File: src/hdl/cdct_pkg.sv
`timescale 1ns / 1ps
package cdct_pkg;
	localparam int HandlerW = 16;
	localparam int ParamW = 32;
	localparam int TickW = 32;
	localparam int SlackW = 16;
	localparam int LeftW = 5;
	localparam logic [SlackW-1:0] SlackReset = 16'd10;

	typedef enum logic [0:0] {OP_SCHED = 1'b0, OP_TICK = 1'b1} opcode_t;
	typedef enum logic [1:0] {KIND_ACK = 2'd0, KIND_FIRED = 2'd1, KIND_SUMMARY = 2'd2} kind_t;
	typedef enum logic [1:0] {ST_APPENDED = 2'd0, ST_RESTARTED = 2'd1, ST_DROPPED = 2'd2} status_t;
	typedef enum logic [1:0] {S_IDLE, S_SCHED, S_TICK} state_t;

	typedef struct packed {
		logic [HandlerW-1:0] handler;
		logic [ParamW-1:0]   param;
		logic [TickW-1:0]    start;
		logic [TickW-1:0]    delay;
	} entry_t;

	typedef struct packed {
		logic [0:0]          opcode;
		logic [TickW-1:0]    now_tick;
		logic [HandlerW-1:0] handler_id;
		logic [ParamW-1:0]   call_param;
		logic                match_param;
		logic [TickW-1:0]    delay_ticks;
	} req_t;

	typedef struct packed {
		logic [1:0]          result_kind;
		logic [1:0]          sched_status;
		logic [HandlerW-1:0] fired_handler;
		logic [ParamW-1:0]   fired_param;
		logic [TickW-1:0]    next_delay;
		logic                next_valid;
		logic [LeftW-1:0]    pending_left;
		logic                last_result;
	} rsp_t;

	typedef struct packed {
		logic   rotate;
		logic   load;
		entry_t load_entry;
	} cell_ctl_t;
endpackage

File: src/hdl/cdct_cell.sv
`timescale 1ns / 1ps
module cdct_cell (
	input  logic              clk,
	input  cdct_pkg::cell_ctl_t ctl,
	input  cdct_pkg::entry_t  prev_entry,
	output cdct_pkg::entry_t  entry
);
	import cdct_pkg::*;
	entry_t entry_q;
	always_ff @(posedge clk) begin
		if (ctl.load)
			entry_q <= ctl.load_entry;
		else if (ctl.rotate)
			entry_q <= prev_entry;
	end
	assign entry = entry_q;
endmodule

File: config.mk
export PLATFORM = sky130hd
export DESIGN_NAME = cdct_cell
export DESIGN_NICKNAME = d
export VERILOG_FILES = /design/src/hdl/cdct_pkg.sv /design/src/hdl/cdct_cell.sv
export SDC_FILE = /design/constraint.sdc
export NUM_CORES = 1
export LEC_CHECK = 0
export ABC_AREA = 1
export CAP_MARGIN = 20
export CORE_AREA = 2 2 131 133
export DETAILED_ROUTE_END_ITERATION = 10
export DIE_AREA = 0 0 133 135
export DONT_BUFFER_PORTS = 1
export PLACE_DENSITY = 0.52
export SLEW_MARGIN = 20
export SYNTH_ARGS = -nofsm -noshare
export SYNTH_HDL_FRONTEND = slang
export SYNTH_SLANG_ARGS = --single-unit
File: constraint.sdc
create_clock -name clk -period 2.5 [get_ports clk]
set_clock_uncertainty 0.2 [all_clocks]
set_input_delay 0.5 -clock clk [delete_from_list [all_inputs] [get_ports clk]]
set_output_delay 0.5 -clock clk [all_outputs]
set_load 0.02 [all_outputs]
== After elaboration in Yosys (flattened, before gate mapping) ==
Cells that the tools add are included.
Storage, ports and cells
  register bits after elaboration: 112
  output and inout bits: 112
Operators by class
  muxes and demuxes: 2
  reduce and logical (&&, ||, !) cells: 1
Operators by type and width (number)
  $mux 112: 2
  $reduce_bool 2->1: 1

== Depth between registers and ports, before layout ==
  depth in word-level cells: 2
  mapped depth: 6
  gate-level depth less buffers: 3

== Least setup slack after synthesis ==
OpenSTA, ideal clock, no wires.
  path kind: input to register
  from: input ctl[112] (netlist bit)
  to: register entry_q, in the netlist entry[0] (enable)
  library setup time: 0.423 ns
  data arrival time: 2.106 ns
  data required time: 1.877 ns
  setup slack: -0.230 ns
  stages: 3
  path through: buf_6 -> buf_6 -> or2_2
Between the ends
  longest elaborated chain between the ends: 1
RTL lines
  start, declared: line cdct_cell.sv:4  | input cdct_pkg::cell_ctl_t ctl,
  $reduce_bool 2->1 (no line)
  end signal, assigned: line cdct_cell.sv:12  | entry_q <= ctl.load_entry;
  end signal, assigned: line cdct_cell.sv:14  | entry_q <= prev_entry;
  end, declared: line cdct_cell.sv:9  | entry_t entry_q;
Every way passes these cells.
A chain may end at the register's enable or synchronous reset.

== Worst setup path in the final report ==
  from: register entry_q, in the netlist entry[110]
  to: output entry[110] (netlist bit)
RTL lines
  end, declared: line cdct_cell.sv:6  | output cdct_pkg::entry_t entry
No word-level cell between the ends.

==> flow_results.xml <==
<?xml version="1.0" encoding="UTF-8"?>
<metrics>
  <group name="detailed_routing">
    <metric name="totalWireLength" unit="um">11900</metric>
    <metric name="routed_via_density" unit="">4.61</metric>
    <metric name="detail_route.drc_violations" unit="">0</metric>
    <metric name="detailedRoute.firstPassIterationCount" unit="">6</metric>
    <metric name="first_iter_violations" unit="">162</metric>
    <metric name="postRouteAntennaNets" unit="">0</metric>
    <metric name="routed_wire_length_per_instance" unit="um">17.3</metric>
    <metric name="detailroute.via_count" unit="">3187</metric>
  </group>
  <group name="timing">
    <metric name="setup_viol" unit="">0</metric>
    <metric name="hold_viol_final" unit="">0</metric>
    <metric name="min_period" unit="ns">1.56</metric>
    <metric name="timing.slew.headroom" unit="%">77.0</metric>
    <metric name="least_margin_pin_slew" unit="ns">0.346</metric>
    <metric name="fin_setup_tns" unit="ns">0</metric>
    <metric name="rsz0062_at_grt" unit="">no</metric>
    <metric name="fin_hold_ws" unit="ns">0.125</metric>
    <metric name="maxClockFrequency" unit="MHz">640</metric>
    <metric name="report.final.slew_viol_count" unit="">0</metric>
    <metric name="final_clock_period_utilization_by_the_worst_path" unit="%">62.5</metric>
  </group>
  <group name="cts">
    <metric name="cts-root-buf" unit="">sky130_fd_sc_hd__clkbuf_16</metric>
    <metric name="numCtsBuffers" unit="">9</metric>
    <metric name="cts_tree" unit="">done</metric>
    <metric name="h-tree-depth" unit="">3</metric>
    <metric name="clock_pin_slew_worst_setup_and_hold_paths" unit="ns">0.08</metric>
    <metric name="postCtsSetupBuffers" unit="">0</metric>
    <metric name="cts-hold-fix-buffers" unit="">0</metric>
    <metric name="cts_sinks" unit="">112</metric>
    <metric name="cts_repair_resize_count" unit="">0</metric>
    <metric name="cts_max_path_buffers" unit="">2</metric>
  </group>
  <group name="placement">
    <metric name="placement.io_buffers" unit="">0</metric>
    <metric name="detailedPlacementHpwl" unit="um">8940</metric>
    <metric name="gp_congestion" unit="">0.748</metric>
  </group>
  <group name="synth">
    <metric name="post_synth_inst_count" unit="">475</metric>
    <metric name="syn_area" unit="sq mm">0.00486</metric>
    <metric name="synth.yosys.seq_area_share" unit="%">69.3</metric>
    <metric name="ys_warnings" unit="">0</metric>
    <metric name="mean_instance_size_in_the_synthesized_netlist" unit="sq um">10.2</metric>
    <metric name="syn-num-nets" unit="">702</metric>
    <metric name="synth-seq-cells" unit="">112</metric>
    <metric name="synth_cell_types" unit="">7</metric>
  </group>
  <group name="floorplan">
    <metric name="initial_core_util" unit="%">29.6</metric>
    <metric name="io_pins" unit="">339</metric>
    <metric name="core-area" unit="sq mm">0.0164</metric>
    <metric name="die_w" unit="um">133</metric>
    <metric name="die_h" unit="um">135</metric>
    <metric name="die-area" unit="sq mm">0.0180</metric>
    <metric name="site_rows" unit="">47</metric>
  </group>
  <group name="finish">
    <metric name="most_common_library_cell_in_the_layout_ignoring_fill_and_taps" unit="">sky130_fd_sc_hd__nand2_1</metric>
    <metric name="diodes" unit="">0</metric>
    <metric name="nFillCells" unit="">1678</metric>
    <metric name="synthToLayoutAreaGrowth" unit="%">9.53</metric>
    <metric name="largest_register_ffs" unit="">112</metric>
    <metric name="layout.cells.most_common_list" unit="">sky130_fd_sc_hd__nand2_1 (326), sky130_fd_sc_hd__edfxtp_1 (112), sky130_fd_sc_hd__nand2_2 (10)</metric>
    <metric name="fraction_of_final_layout_cells_with_drive_strength_greater_than_1" unit="%">6.79</metric>
    <metric name="finalNetCount" unit="">693</metric>
  </group>
  <group name="power_and_ir_drop">
    <metric name="power.leakage" unit="nW">2.34</metric>
    <metric name="max-vdd-ir-drop" unit="uV">352</metric>
    <metric name="power-per-cell-area" unit="mW/mm^2">823</metric>
  </group>
  <group name="hold_path">
    <metric name="hold_path.class" unit="">input port to flop</metric>
    <metric name="hold_path.startpoint" unit="">prev_entry[39]</metric>
    <metric name="worst_hold_path.num_cells" unit="">2</metric>
    <metric name="worst_hold_path.endpoint" unit="">entry[39]$_DFFE_PP_</metric>
  </group>
  <group name="outcome">
    <metric name="result_of_the_run" unit="">finished, final reports clean</metric>
  </group>
  <group name="critical_path">
    <metric name="critical_path.startpoint_type" unit="">flop</metric>
    <metric name="kind_of_capture_point_of_the_worst_setup_path" unit="">output pin</metric>
    <metric name="timing.critical_path.fanout_max" unit="">1</metric>
    <metric name="cp.arrival" unit="ns">0.86</metric>
    <metric name="required" unit="ns">1.80</metric>
    <metric name="critPathKind" unit="">flop to output pin</metric>
    <metric name="critical_path_cell_count" unit="">0</metric>
  </group>
  <group name="grt">
    <metric name="grt_start_max_net_pins" unit="">115</metric>
    <metric name="vias_in_the_first_global_route" unit="">3235</metric>
    <metric name="overall_routing_resource_usage" unit="%">12.9</metric>
    <metric name="wire_length_of_the_first_global_routing_pass" unit="um">17300</metric>
    <metric name="antenna_found_initial" unit="">0</metric>
    <metric name="grt-ovfl-total" unit="">0</metric>
  </group>
  <group name="job">
    <metric name="max_cap_violations" unit="">0</metric>
  </group>
</metrics>
-- through the flow --
stage	setup slack (ns)	area (sq um)	instances	util, %	total power [mW]
global route	0.909	5320	691	32.4	4.58
CTS	0.910	5320	691	32.4	4.47
detailed placement	0.790	5010	675	30.6	2.97
finish	0.937	5320	691	32.4	4.38
floorplan	0.327	4860	475	-	2.89
global placement	0.813	5010	675	30.6	2.96
-- report_power, final --
| part | switching [mW] | total (mW) | internal, mW |
|---|---|---|---|
| sequential | 0.359 | 2.68 | 2.32 |
| clock | 0.670 | 1.47 | 0.796 |
| combinational | 0.148 | 0.228 | 0.0800 |
-- kinds of logic after synthesis --
logic type / after synthesis / synth area share (%)
simple gates: 337 / 26.6
flops: 112 / 69.3
buf+inv: 26 / 4.12
-- worst max path at each step --
stage	start	endpoint	slack [ns]
floorplan	ctl[112]	entry[0]$_DFFE_PP_	0.33
global placement	ctl[112]	entry[62]$_DFFE_PP_	0.81
detailed placement	ctl[112]	entry[60]$_DFFE_PP_	0.79
CTS	entry[110]$_DFFE_PP_	entry[110]	0.91
global route	entry[8]$_DFFE_PP_	entry[8]	0.91
finish	entry[110]$_DFFE_PP_	entry[110]	0.94
-- synth_stat cells --
master | instances | area (sq um)
sky130_fd_sc_hd__buf_6 | 11 | 124
sky130_fd_sc_hd__edfxtp_1 | 112 | 3360
sky130_fd_sc_hd__buf_2 | 14 | 70.1
sky130_fd_sc_hd__or2_2 | 1 | 6.26
sky130_fd_sc_hd__nand2_1 | 326 | 1220
sky130_fd_sc_hd__inv_4 | 1 | 6.26
sky130_fd_sc_hd__nand2_2 | 10 | 62.6
-- per-layer routing --
metal  vias up  track usage (%)  wire length (um)
met2       203             22.7              6130
met4         0             6.45               292
met3        20             5.82              1370
met1      1458             12.8              4150
met5         -                0                 0
li1       1506                -                 -
-- cell type report --
type | instances | area, sq um | share of cell area, %
inverter | 1 | 6.26 | 0.118
timing repair buffer | 5 | 75.1 | 1.41
clock buffer | 10 | 229 | 4.30
multi-input combinational | 337 | 1290 | 24.3
sequential | 112 | 3360 | 63.2
clock inverter | 6 | 75.1 | 1.41
tap | 220 | 275 | 5.18
Power figures use the tool's default switching activity.
